### src/rtl/mrrt_pkg.sv
// Shared types, codes and the CRC-16 byte step for the Modbus RTU read transaction block.
package mrrt_pkg;

    // Field widths
    localparam int KIND_W   = 2;
    localparam int QTY_W    = 7;
    localparam int STATUS_W = 2;
    localparam int S_DATA_W = 48;
    localparam int M_DATA_W = 48;

    // Largest register count that goes out in a request
    localparam logic [QTY_W-1:0] MAX_QUANTITY = 7'd125;
    // Fixed response bytes around the register data
    localparam logic [7:0]       HDR_LEN      = 8'd5;
    localparam logic [15:0]      CRC_INIT     = 16'hFFFF;
    localparam logic [15:0]      CRC_POLY     = 16'hA001;

    // Input item kinds
    localparam logic [KIND_W-1:0] KIND_START = 2'd0;
    localparam logic [KIND_W-1:0] KIND_RX    = 2'd1;
    localparam logic [KIND_W-1:0] KIND_ABORT = 2'd2;

    // Result item kinds
    localparam logic OUT_TX   = 1'b0;
    localparam logic OUT_DONE = 1'b1;

    // Completion status codes
    localparam logic [STATUS_W-1:0] ST_OK      = 2'd0;
    localparam logic [STATUS_W-1:0] ST_CRC_ERR = 2'd1;
    localparam logic [STATUS_W-1:0] ST_TIMEOUT = 2'd2;

    // Request byte positions after the slave id
    localparam logic [2:0] REQ_FUNC    = 3'd1;
    localparam logic [2:0] REQ_ADDR_HI = 3'd2;
    localparam logic [2:0] REQ_ADDR_LO = 3'd3;
    localparam logic [2:0] REQ_QTY_HI  = 3'd4;
    localparam logic [2:0] REQ_QTY_LO  = 3'd5;
    localparam logic [2:0] REQ_CRC_LO  = 3'd6;
    localparam logic [2:0] REQ_CRC_HI  = 3'd7;

    // One input item, unpacked
    typedef struct packed {
        logic [KIND_W-1:0] kind;
        logic [7:0]        slave_id;
        logic [7:0]        function_code;
        logic [15:0]       start_address;
        logic [QTY_W-1:0]  quantity;
        logic              want_float;
        logic [7:0]        rx_byte;
    } item_t;

    // Request sequencer status toward the output stage
    typedef struct packed {
        logic       busy;
        logic [7:0] data;
        logic       last;
    } tx_out_t;

    // Completion produced by the response checker
    typedef struct packed {
        logic                done;
        logic [STATUS_W-1:0] status;
        logic [31:0]         value;
    } rx_done_t;

    // CRC-16/MODBUS over one byte, reflected
    function automatic logic [15:0] crc_byte(input logic [15:0] crc_in, input logic [7:0] b);
        logic [15:0] c;
        c = crc_in ^ {8'h00, b};
        for (int i = 0; i < 8; i++) begin
            if (c[0]) begin
                c = (c >> 1) ^ CRC_POLY;
            end else begin
                c = c >> 1;
            end
        end
        return c;
    endfunction

endpackage

### src/rtl/mrrt_in_reg.sv
// Input holding register: unpacks the slave stream into one item and holds it until used.
module mrrt_in_reg (
    input  logic                          aclk,
    input  logic                          aresetn,
    input  logic                          s_tvalid,
    output logic                          s_tready,
    input  logic [mrrt_pkg::S_DATA_W-1:0] s_tdata,
    input  logic [mrrt_pkg::KIND_W-1:0]   s_tuser,
    input  logic                          pop,
    output logic                          item_valid,
    output mrrt_pkg::item_t               item
);
    import mrrt_pkg::*;

    logic  valid_reg;
    item_t item_reg;
    item_t item_next;

    // Take a new transfer when empty or when the held item leaves this cycle
    assign s_tready = !valid_reg || pop;

    // Field unpack, lowest bits first
    always_comb begin
        item_next.kind          = s_tuser;
        item_next.slave_id      = s_tdata[7:0];
        item_next.function_code = s_tdata[15:8];
        item_next.start_address = s_tdata[31:16];
        item_next.quantity      = s_tdata[38:32];
        item_next.want_float    = s_tdata[39];
        item_next.rx_byte       = s_tdata[47:40];
    end

    always_ff @(posedge aclk) begin
        if (!aresetn) begin
            valid_reg <= 1'b0;
        end else if (s_tvalid && s_tready) begin
            valid_reg <= 1'b1;
        end else if (pop) begin
            valid_reg <= 1'b0;
        end
    end

    // Payload, no reset
    always_ff @(posedge aclk) begin
        if (s_tvalid && s_tready) begin
            item_reg <= item_next;
        end
    end

    assign item_valid = valid_reg;
    assign item       = item_reg;

endmodule

### src/rtl/mrrt_tx_seq.sv
// Request sequencer: steps through request bytes 1..7, folding bytes 1..5 into the CRC.
module mrrt_tx_seq (
    input  logic              aclk,
    input  logic              aresetn,
    input  logic              start,
    input  mrrt_pkg::item_t   item,
    input  logic              advance,
    output mrrt_pkg::tx_out_t tx
);
    import mrrt_pkg::*;

    logic             busy_reg;
    logic [2:0]       idx_reg;
    logic [7:0]       func_reg;
    logic [15:0]      addr_reg;
    logic [QTY_W-1:0] qty_reg;
    logic [15:0]      crc_reg;
    logic [QTY_W-1:0] qty_clamped;
    logic [7:0]       cur_byte;

    assign qty_clamped = (item.quantity > MAX_QUANTITY) ? MAX_QUANTITY : item.quantity;

    // Byte at the current position
    always_comb begin
        unique case (idx_reg)
            REQ_FUNC:    cur_byte = func_reg;
            REQ_ADDR_HI: cur_byte = addr_reg[15:8];
            REQ_ADDR_LO: cur_byte = addr_reg[7:0];
            REQ_QTY_HI:  cur_byte = 8'h00;
            REQ_QTY_LO:  cur_byte = {1'b0, qty_reg};
            REQ_CRC_LO:  cur_byte = crc_reg[7:0];
            REQ_CRC_HI:  cur_byte = crc_reg[15:8];
            default:     cur_byte = 8'h00;
        endcase
    end

    // Control
    always_ff @(posedge aclk) begin
        if (!aresetn) begin
            busy_reg <= 1'b0;
            idx_reg  <= REQ_FUNC;
        end else if (start) begin
            busy_reg <= 1'b1;
            idx_reg  <= REQ_FUNC;
        end else if (advance && busy_reg) begin
            if (idx_reg == REQ_CRC_HI) begin
                busy_reg <= 1'b0;
            end
            idx_reg <= idx_reg + 3'd1;
        end
    end

    // Request fields and running CRC; slave id is folded in at start
    always_ff @(posedge aclk) begin
        if (start) begin
            func_reg <= item.function_code;
            addr_reg <= item.start_address;
            qty_reg  <= qty_clamped;
            crc_reg  <= crc_byte(CRC_INIT, item.slave_id);
        end else if (advance && busy_reg && idx_reg <= REQ_QTY_LO) begin
            crc_reg <= crc_byte(crc_reg, cur_byte);
        end
    end

    assign tx.busy = busy_reg;
    assign tx.data = cur_byte;
    assign tx.last = (idx_reg == REQ_CRC_HI);

endmodule

### src/rtl/mrrt_rx_check.sv
// Response checker: counts response bytes, runs the CRC, captures the value, reports completion.
module mrrt_rx_check (
    input  logic               aclk,
    input  logic               aresetn,
    input  logic               step,
    input  mrrt_pkg::item_t    item,
    output mrrt_pkg::rx_done_t done
);
    import mrrt_pkg::*;

    logic        waiting_reg;
    logic [7:0]  exp_len_reg;
    logic [7:0]  seen_reg;
    logic [15:0] crc_reg;
    logic [7:0]  held_reg [2];
    logic        float_reg;
    logic [31:0] word_reg;

    logic [QTY_W-1:0] qty_clamped;
    logic [7:0]       body;
    logic             in_body;
    logic             held_sel;
    logic [31:0]      word_next;
    logic [15:0]      crc_next;
    logic [7:0]       held_lo;
    logic [7:0]       held_hi;
    logic             last_byte;
    logic             is_rx;
    logic             is_abort;
    logic             is_start;

    assign is_start  = step && (item.kind == KIND_START);
    assign is_rx     = step && waiting_reg && (item.kind == KIND_RX);
    assign is_abort  = step && waiting_reg && (item.kind == KIND_ABORT);

    assign qty_clamped = (item.quantity > MAX_QUANTITY) ? MAX_QUANTITY : item.quantity;

    // Byte position within the response
    assign body      = exp_len_reg - 8'd2;
    assign in_body   = seen_reg < body;
    assign held_sel  = seen_reg[0] ^ body[0];
    assign last_byte = ({1'b0, seen_reg} + 9'd1) >= {1'b0, exp_len_reg};

    // Value capture, bytes 3..6 big-endian
    always_comb begin
        word_next = word_reg;
        unique case (seen_reg)
            8'd3:    word_next[31:24] = item.rx_byte;
            8'd4:    word_next[23:16] = item.rx_byte;
            8'd5:    word_next[15:8]  = item.rx_byte;
            8'd6:    word_next[7:0]   = item.rx_byte;
            default: word_next = word_reg;
        endcase
    end

    assign crc_next = in_body ? crc_byte(crc_reg, item.rx_byte) : crc_reg;
    assign held_lo  = (!in_body && !held_sel) ? item.rx_byte : held_reg[0];
    assign held_hi  = (!in_body &&  held_sel) ? item.rx_byte : held_reg[1];

    // Completion result
    always_comb begin
        done.done   = is_abort || (is_rx && last_byte);
        done.status = ST_OK;
        done.value  = 32'h0;
        if (is_abort) begin
            done.status = ST_TIMEOUT;
        end else if ({held_hi, held_lo} != crc_next) begin
            done.status = ST_CRC_ERR;
        end else if (float_reg) begin
            done.value = word_next;
        end else begin
            done.value = {16'h0000, word_next[31:16]};
        end
    end

    // Transaction state
    always_ff @(posedge aclk) begin
        if (!aresetn) begin
            waiting_reg <= 1'b0;
        end else if (is_start) begin
            waiting_reg <= 1'b1;
        end else if (done.done) begin
            waiting_reg <= 1'b0;
        end
    end

    // Per-transaction payload
    always_ff @(posedge aclk) begin
        if (is_start) begin
            exp_len_reg <= HDR_LEN + {qty_clamped, 1'b0};
            seen_reg    <= 8'd0;
            crc_reg     <= CRC_INIT;
            held_reg[0] <= 8'h00;
            held_reg[1] <= 8'h00;
            word_reg    <= 32'h0;
            float_reg   <= item.want_float;
        end else if (is_rx) begin
            seen_reg    <= seen_reg + 8'd1;
            crc_reg     <= crc_next;
            held_reg[0] <= held_lo;
            held_reg[1] <= held_hi;
            word_reg    <= word_next;
        end
    end

endmodule

### src/rtl/modbus_rtu_read_transaction.sv
// Top level of the Modbus RTU read transaction: input register, sequencer, checker, output register.
//
// Usage:
//   Slave stream (s_*): one transfer per event. s_tuser is the kind: start a
//   read, a received response byte, or a receive timeout. A start carries the
//   slave id, function code, start address, register count and value format.
//   Master stream (m_*): m_tuser 0 is a request byte for the line (m_tlast on
//   the eighth byte, CRC high byte); m_tuser 1 is a completion with status
//   and value. Bytes and timeouts arriving with no transaction open produce
//   nothing; a start during an open transaction drops it silently.
// Timing: a start shows its first request byte in the cycle after it leaves the
//   input register, then one byte per cycle while m_tready is high; a final
//   response byte or a timeout shows its completion in the cycle after it
//   leaves the input register. Throughput: one received byte per cycle while
//   m_tready is high; a start occupies the request sequencer until its last
//   request byte is loaded, and no further item leaves the input register meanwhile.
// Reset: aresetn low clears both streams and closes any open transaction.
// Stall: with m_tready low the output register holds its transfer, the input
//   register fills, and s_tready falls once it is full.
module modbus_rtu_read_transaction (
    input  logic                          aclk,
    input  logic                          aresetn,
    // Slave stream
    input  logic                          s_tvalid,
    output logic                          s_tready,
    // [7:0] slave_id, [15:8] function_code, [31:16] start_address,
    // [38:32] quantity, [39] want_float, [47:40] rx_byte
    input  logic [mrrt_pkg::S_DATA_W-1:0] s_tdata,
    // [1:0] kind
    input  logic [mrrt_pkg::KIND_W-1:0]   s_tuser,
    // Master stream
    output logic                          m_tvalid,
    input  logic                          m_tready,
    // [7:0] tx_byte, [9:8] status, [41:10] value, [47:42] zero
    output logic [mrrt_pkg::M_DATA_W-1:0] m_tdata,
    // [0] out_kind
    output logic                          m_tuser,
    // tx_last
    output logic                          m_tlast
);
    import mrrt_pkg::*;

    logic     item_valid;
    item_t    item;
    tx_out_t  tx;
    rx_done_t rx_done;
    logic     out_load;
    logic     pick;
    logic     start;

    logic                m_valid_reg;
    logic                m_valid_next;
    logic                m_kind_reg;
    logic                m_kind_next;
    logic [7:0]          m_byte_reg;
    logic [7:0]          m_byte_next;
    logic                m_last_reg;
    logic                m_last_next;
    logic [STATUS_W-1:0] m_status_reg;
    logic [STATUS_W-1:0] m_status_next;
    logic [31:0]         m_value_reg;
    logic [31:0]         m_value_next;

    // Output register free for a new transfer
    assign out_load = !m_valid_reg || m_tready;
    // Item leaves the input register when the sequencer is idle and output is free
    assign pick     = item_valid && out_load && !tx.busy;
    assign start    = pick && (item.kind == KIND_START);

    mrrt_in_reg u_in_reg (
        .aclk       (aclk),
        .aresetn    (aresetn),
        .s_tvalid   (s_tvalid),
        .s_tready   (s_tready),
        .s_tdata    (s_tdata),
        .s_tuser    (s_tuser),
        .pop        (pick),
        .item_valid (item_valid),
        .item       (item)
    );

    mrrt_tx_seq u_tx_seq (
        .aclk    (aclk),
        .aresetn (aresetn),
        .start   (start),
        .item    (item),
        .advance (out_load),
        .tx      (tx)
    );

    mrrt_rx_check u_rx_check (
        .aclk    (aclk),
        .aresetn (aresetn),
        .step    (pick),
        .item    (item),
        .done    (rx_done)
    );

    // Output select: sequencer bytes, then slave id on start, then completions
    always_comb begin
        m_valid_next  = 1'b0;
        m_kind_next   = OUT_TX;
        m_byte_next   = 8'h00;
        m_last_next   = 1'b0;
        m_status_next = ST_OK;
        m_value_next  = 32'h0;
        priority if (tx.busy) begin
            m_valid_next = 1'b1;
            m_byte_next  = tx.data;
            m_last_next  = tx.last;
        end else if (start) begin
            m_valid_next = 1'b1;
            m_byte_next  = item.slave_id;
        end else if (rx_done.done) begin
            m_valid_next  = 1'b1;
            m_kind_next   = OUT_DONE;
            m_status_next = rx_done.status;
            m_value_next  = rx_done.value;
        end
    end

    always_ff @(posedge aclk) begin
        if (!aresetn) begin
            m_valid_reg <= 1'b0;
        end else if (out_load) begin
            m_valid_reg <= m_valid_next;
        end
    end

    // Output payload, no reset
    always_ff @(posedge aclk) begin
        if (out_load) begin
            m_kind_reg   <= m_kind_next;
            m_byte_reg   <= m_byte_next;
            m_last_reg   <= m_last_next;
            m_status_reg <= m_status_next;
            m_value_reg  <= m_value_next;
        end
    end

    assign m_tvalid = m_valid_reg;
    assign m_tuser  = m_kind_reg;
    assign m_tlast  = m_last_reg;
    assign m_tdata  = {6'b000000, m_value_reg, m_status_reg, m_byte_reg};

    // No item leaves the input register while request bytes are pending
    a_no_pick_busy: assert property (@(posedge aclk) disable iff (!aresetn)
        tx.busy |-> !pick)
        else $error("item consumed while request sequencer busy");

    // A start keeps the sequencer busy for the following bytes
    a_start_busy: assert property (@(posedge aclk) disable iff (!aresetn)
        start |=> tx.busy)
        else $error("sequencer not busy after start");

    // Only request bytes carry tlast
    a_last_tx_only: assert property (@(posedge aclk) disable iff (!aresetn)
        (m_valid_reg && m_last_reg) |-> (m_kind_reg == OUT_TX))
        else $error("tlast on a completion transfer");

    // Failed completions carry a zero value
    a_err_zero: assert property (@(posedge aclk) disable iff (!aresetn)
        (m_valid_reg && m_kind_reg == OUT_DONE && m_status_reg != ST_OK)
            |-> (m_value_reg == 32'h0))
        else $error("nonzero value on failed completion");

endmodule

### config.mk
export PLATFORM = sky130hd
export DESIGN_NAME = modbus_rtu_read_transaction
export DESIGN_NICKNAME = d
export VERILOG_FILES = /design/src/rtl/mrrt_pkg.sv /design/src/rtl/mrrt_in_reg.sv /design/src/rtl/mrrt_tx_seq.sv /design/src/rtl/mrrt_rx_check.sv /design/src/rtl/modbus_rtu_read_transaction.sv
export SDC_FILE = /design/constraint.sdc
export NUM_CORES = 1
export LEC_CHECK = 0
export BUFFER_PORTS_ARGS = -buffer_cell sky130_fd_sc_hd__buf_4
export CORE_MARGIN = 2
export CORE_UTILIZATION = 55
export DETAILED_ROUTE_END_ITERATION = 8
export PLACE_DENSITY = 0.75
export SYNTH_ARGS = -nofsm -noshare
export SYNTH_HDL_FRONTEND = slang
export SYNTH_SLANG_ARGS = --single-unit
### constraint.sdc
create_clock -name aclk -period 7.8 [get_ports aclk]
set_input_delay 1.56 -clock aclk [delete_from_list [all_inputs] [get_ports aclk]]
set_output_delay 1.56 -clock aclk [all_outputs]
set_load 0.01 [all_outputs]
# Word level (Yosys, flattened, before mapping)
# Memories as Yosys holds them, arrays and structs flattened.
# Cells that the tools add are included.
[word_totals]
ff_bits = 213
latchBits = 0
mem_bits_rw = 16
mem_bits_ro = 0
input_bits = 54
wordCells = 195
mem_count = 1
[mem_list]
columns = ["memory", "words", "width", "read_ports", "rd_clocked_by_memory_dff", "write_ports", "line", "rtl"]
rows = [
  ["u_rx_check.held_reg", 2, 8, 2, 0, 2, "mrrt_rx_check.sv:15", "logic [7:0] held_reg [2];"],
]
[op_classes]
add_sub_neg = 5
n_mul = 0
n_div = 0
n_lt_le_gt_ge = 4
eq_ne = 13
n_shift = 0
muxes = 78
n_bitwise = 33
reduce_logical = 33
[ops]
columns = ["op", "n"]
rows = [
  ["16-bit 2-to-1 mux", 49],
  ["8-bit 2-to-1 mux", 10],
  ["2-bit inverter with 3-bit output", 24],
  ["8-bit case mux with 6 select lines", 1],
  ["16-bit by 8-bit bitwise XOR with 16-bit output", 2],
  ["8-bit by 3-bit equality test with 1-bit output, second input constant", 3],
  ["1-bit 2-to-1 mux", 16],
  ["16-bit != test", 1],
  ["8-bit inverter with 16-bit output", 1],
  ["1-bit logical AND", 12],
  ["2-bit nonzero test", 5],
  ["8-bit by 1-bit adder with 9-bit output, second input constant", 1],
  ["3-bit equality test, second input constant", 3],
  ["9-bit by 8-bit greater-or-equal comparator with 1-bit output", 1],
  ["3-bit by 8-bit adder with 8-bit output, first input constant", 1],
  ["8-bit by 1-bit adder with 8-bit output, second input constant", 1],
  ["8-bit by 2-bit equality test with 1-bit output, second input constant", 1],
  ["8-bit < comparator", 1],
  ["8-bit by 2-bit subtractor with 8-bit output, second input constant", 1],
  ["7-bit > comparator, second input constant", 1],
  ["7-bit 2-to-1 mux", 1],
  ["3-bit by 2-bit equality test with 1-bit output, second input constant", 2],
  ["6-bit OR reduction", 1],
  ["1-bit logical NOT", 5],
  ["16 further kinds", 22],
]

# Longest topological paths before layout
[depth]
ltp_word = 35
ltp_mapped = 13
mapped_depth_nobuf = 11

# By module
# Synthesis repeated with hierarchy kept, for this count alone.
[unflattened]
hier_cells = 976
area_unflattened_um2 = 11352.1
[modules_own_cells]
columns = ["module", "instances", "cells_per_inst", "area_each_um2"]
rows = [
  ["mrrt_rx_check", 1, 553, 5109.9],
  ["mrrt_tx_seq", 1, 200, 2567.5],
  ["modbus_rtu_read_transaction", 1, 168, 2115.8],
  ["mrrt_in_reg", 1, 55, 1559.0],
]

# Worst setup path after synthesis
# OpenSTA, ideal clock, no wires.
[synth_path]
path_type = "input to register"
from = "input m_tready"
to = "register u_tx_seq.crc_reg[13] (data pin)"
setup_ns = 0.324
arrival_ns = 5.204
required_ns = 7.476
slack_ns = 2.272
cell_stages = 8
cell_sequence = "nand2b_1 -> nor2b_1 -> nand2_1 -> or3_1 -> clkbuf_1 -> clkinv_1 -> clkbuf_1 -> o21ai_0"
[synth_between]
elab_chain_cells = 5
[synth_lines]
columns = ["item", "line", "rtl"]
rows = [
  ["start, declared", "modbus_rtu_read_transaction.sv:33", "input logic m_tready,"],
  ["1-bit logical OR", "modbus_rtu_read_transaction.sv:65", "assign out_load = !m_valid_reg || m_tready;"],
  ["1-bit logical AND (2 in a row)", "modbus_rtu_read_transaction.sv:67", "assign pick = item_valid && out_load && !tx.busy;"],
  ["1-bit logical AND", "modbus_rtu_read_transaction.sv:68", "assign start = pick && (item.kind == KIND_START);"],
  ["via start", "modbus_rtu_read_transaction.sv:49", "logic start;"],
  ["16-bit 2-to-1 mux", "mrrt_tx_seq.sv:55", "if (start) begin"],
  ["end signal, assigned", "mrrt_tx_seq.sv:59", "crc_reg <= crc_byte(CRC_INIT, item.slave_id);"],
  ["end signal, assigned", "mrrt_tx_seq.sv:61", "crc_reg <= crc_byte(crc_reg, cur_byte);"],
  ["end, declared", "mrrt_tx_seq.sv:17", "logic [15:0] crc_reg;"],
]
# The timed path passes the listed nets, and every way through them passes these cells.
# A chain may end at the register's enable or synchronous reset.

# Final worst setup path
[layout_path]
from = "input m_tready"
to = "output s_tready"
[layout_between]
elab_chain_cells = 4
[layout_lines]
columns = ["item", "line", "rtl"]
rows = [
  ["1-bit logical OR", "modbus_rtu_read_transaction.sv:65", ""],
  ["1-bit logical AND (2 in a row)", "modbus_rtu_read_transaction.sv:67", ""],
  ["1-bit logical OR", "mrrt_in_reg.sv:20", "assign s_tready = !valid_reg || pop;"],
  ["end, declared", "modbus_rtu_read_transaction.sv:25", "output logic s_tready,"],
]
# No other way between the ends.

==> impl_results.md <==
* Outcome: finished clean
* Deepest clock path buffer count at 3
* PnR worst setup slack at 3390 ps
* Drt total wl at around 21000 µm
* Core footprint at 18800 µm²
* # resized after CTS at 0
* First-pass GRT wire length at between 30000 and 40000 µm
* Die area at 20300 µm²
* Final RePlAce weighted congestion at 0.881
* Wire per inst at between 15 and 20 µm
* Power Density at ~230 nW/µm²
* # fillers at around 1400
* Global Route Usage Sum at 0.210
* Fraction of registers with async set/reset at 0
* Min-delay worst type: reg2reg
* 1st-pass router iterations at 4
* Crit path max fanout at 48
* VDD IR max at approximately 0.00022 V
* Input/output buffers at 99
* Crit. End Element: output port
* Setup Fix Bufs, Post-CTS at 0
* DRT iter0 DRCs at roughly 450
* Routing usage on met2 at 0.347
* Most frequent CP cell: buf_4
* Post-synthesis cell area at roughly 11000 µm²
* Ports at between 100 and 150
* RSZ-0062 raised after global routing: no
* Slew @ Worst Pin at between 1000 and 1500 ps
* Setup crit start kind: primary input
* Slew Limit Fails at 0
* Die H at around 140 µm
* Mapped Cells at 854
* Clk slew on worst S/H paths at ~60 ps
* Hold Path Depth at 0
* Synth cell types at 54
* R2r endpoint: m_value_reg[13]
* Met1 Use GR at 0.289
* Row count at 50
* Dpl ws at 2950 ps
* CP Class: in2out
* Pleak at between 4 and 5 nW
* Vias per inst at ~5.7
* Number of flops mapped to enable cells by yosys at roughly 160
* HPWL after DPL at approximately 15000 µm
* GR Util met3 at 0.0293
* Synth Register Bits at between 200 and 250
* GRT Max-Usage Layer: met2
* Min Tclk post-route at between 4000 and 5000 ps
* Cts hold-fix bufs at 0
* Routed Antenna Nets at 0
* Clk sinks at around 230
* Initial antenna violation count at 0
* Grt ovf at 0
* Final Util at 0.651
* Critical Path AT at 2850 ps
* Initial Util at 0.561
* Clk_skew at about 11 ps
* Slowest cell on crit path: buf_4
* Number of diodes at 0
* # DRC at 0
* Yosys warns at 0
* Final period util at 0.566
* Setup TNS at 0 ps
* Syn_area_per_cell at between 10 and 15 µm²
* Nets@finish at roughly 1000
* Highest clock rate at 227 MHz
* Final Hold Vio Count at 0
* Sequential fraction of the synthesis area at 0.587
* Critical Path Source: m_tready
* CTS H-tree lvls at 1
* Largest net degree at the start of global routing at 51
* R2r worst-path depth at 8
* Max Cap Viol at 0
* Largest stage delay on the critical path at 500 ps
* Clock root buffer: clkbuf_16
* Area grow syn2layout at 15.9%
* Main synth FF type: edfxtp_1
* DIE WIDTH at between 100 and 150 µm
* Vias at 6787
* Final Setup Violations at 0
* Crit path to: s_tready
* R2R Setup Slk at ~3600 ps
* Share of cells above drive strength 1 at 0.176
* Vias in the first global route at between 6000 and 7000
* Worst R2R Start: u_in_reg.item[3]
* Cts bufs inserted at 24
* Required time of the critical path at ~6200 ps
* CTS tree: done
* CP cell instances: buf_4 > nand2b_2 > buf_4 > nor2b_1 > nand2b_1 > buf_4
* Max reg flops at 50
* Slew Limit Headroom at 0.217
* Worst skew pair latency at 520 ps
==> metal layers <==
metal	share of wire	routed length (µm)	vias up
li1	-	-	3305
met2	0.47	10100	214
met1	0.44	9450	3221
met3	0.053	1130	47
met5	0	0	-
met4	0.030	635	0
==> final cells by class <==
cell class                      count  area [µm²]  area share
Clock inverter                     13         105     0.00861
Timing Repair Buffer              108         811      0.0664
Clock buffer                       30         654      0.0536
Tap cell                          234         293      0.0240
Multi-Input combinational cell    544        4050       0.332
Sequential cell                   227        6190       0.507
Inverter                           30         113     0.00922
==> synthesized netlist by cell type, drive strengths merged, types with 7 or more instances <==
| cell | instances | area [µm²] |
|---|---|---|
| o21ai | 39 | 195 |
| xnor2 | 50 | 438 |
| o22ai | 8 | 50.1 |
| edfxtp | 164 | 4920 |
| ha | 25 | 313 |
| mux2i | 50 | 500 |
| nand2 | 39 | 146 |
| nor3 | 13 | 65.1 |
| buf | 13 | 73.8 |
| nor2 | 49 | 184 |
| a22o | 40 | 350 |
| nor4 | 26 | 194 |
| nand2b | 15 | 93.8 |
| nor2b | 8 | 50.1 |
| clkbuf | 45 | 169 |
| dfxtp | 63 | 1260 |
| xor2 | 43 | 384 |
| a2111oi | 9 | 116 |
| a22oi | 8 | 60.1 |
| o32ai | 8 | 70.1 |
| a21oi | 32 | 160 |
| a221o | 7 | 70.1 |
| a21o | 9 | 67.6 |
| inv | 28 | 105 |
| nand3 | 19 | 95.1 |
==> stage by stage <==
stage          power [mW]  instance area, µm²  std cells  hold slack [ps]
6_report             2.85               12200       1186              414
2_1_floorplan        1.69               10600        859              400
3_3_place_gp         1.78               11400       1143              402
4_1_cts              2.87               12200       1186              418
3_5_place_dp         1.79               11400       1143              405
5_1_grt              2.96               12200       1186              423
==> cell usage in the layout, fill, tap and decap left out, drive strengths merged, types with 2 or more instances in the layout <==
| cell type | synthesis | layout |
|---|---|---|
| nand2b | 15 | 15 |
| clkbuf | 45 | 30 |
| and2 | 3 | 3 |
| a21o | 9 | 9 |
| nor2 | 49 | 49 |
| a2111oi | 9 | 9 |
| a21oi | 32 | 32 |
| o211ai | 2 | 2 |
| inv | 28 | 29 |
| a21boi | 2 | 2 |
| nor2b | 8 | 8 |
| mux2 | 2 | 2 |
| o22ai | 8 | 8 |
| nand2 | 39 | 39 |
| xnor2 | 50 | 50 |
| o32ai | 8 | 8 |
| ha | 25 | 25 |
| clkinv | 2 | 9 |
| nor3 | 13 | 13 |
| nand3 | 19 | 19 |
| xor2 | 43 | 43 |
| o21ai | 39 | 39 |
| a22oi | 8 | 8 |
| xnor3 | 4 | 4 |
| edfxtp | 164 | 164 |
| clkinvlp | 0 | 4 |
| nor4 | 26 | 26 |
| mux2i | 50 | 50 |
| conb | 1 | 6 |
| nand4 | 6 | 6 |
| a221o | 7 | 7 |
| dfxtp | 63 | 63 |
| buf | 13 | 108 |
| and3 | 5 | 5 |
| a22o | 40 | 40 |
| o21a | 4 | 4 |
| or3 | 3 | 3 |
==> worst min path at each step <==
stage / from / slack (ps) / end
6_report: u_in_reg.item[26] / 410 / u_tx_seq.addr_reg[10]
5_1_grt: u_in_reg.item[33] / 420 / u_tx_seq.func_reg[1]
3_5_place_dp: u_in_reg.item[33] / 400 / u_tx_seq.func_reg[1]
2_1_floorplan: u_in_reg.item[8] / 400 / u_rx_check.float_reg
4_1_cts: u_in_reg.item[26] / 420 / u_tx_seq.addr_reg[10]
3_3_place_gp: u_in_reg.item[36] / 400 / u_tx_seq.func_reg[4]
==> report_power, final <==
group | internal (mW) | switching [mW]
Clock | 0.630 | 0.455
Sequential | 1.36 | 0.0521
Combinational | 0.182 | 0.177
==> cell families after synthesis <==
family	Yosys count	synth area share
xor gates and xnor gates	98	0.0890
and+or+nand+nor	190	0.0916
adders and majority gates	26	0.0316
muxes	52	0.0496
other	1	0.000356
buffers and inverters	88	0.0337
DFF	227	0.587
AOI/OAI and AO/OA	172	0.117
==> worst max-delay path, delay by kind of cell <==
family / cells / cell delay [ps]
buffers and inverters: 3 / 710
AND/OR/NAND/NOR: 3 / 560
Power figures use the tool's default switching activity.
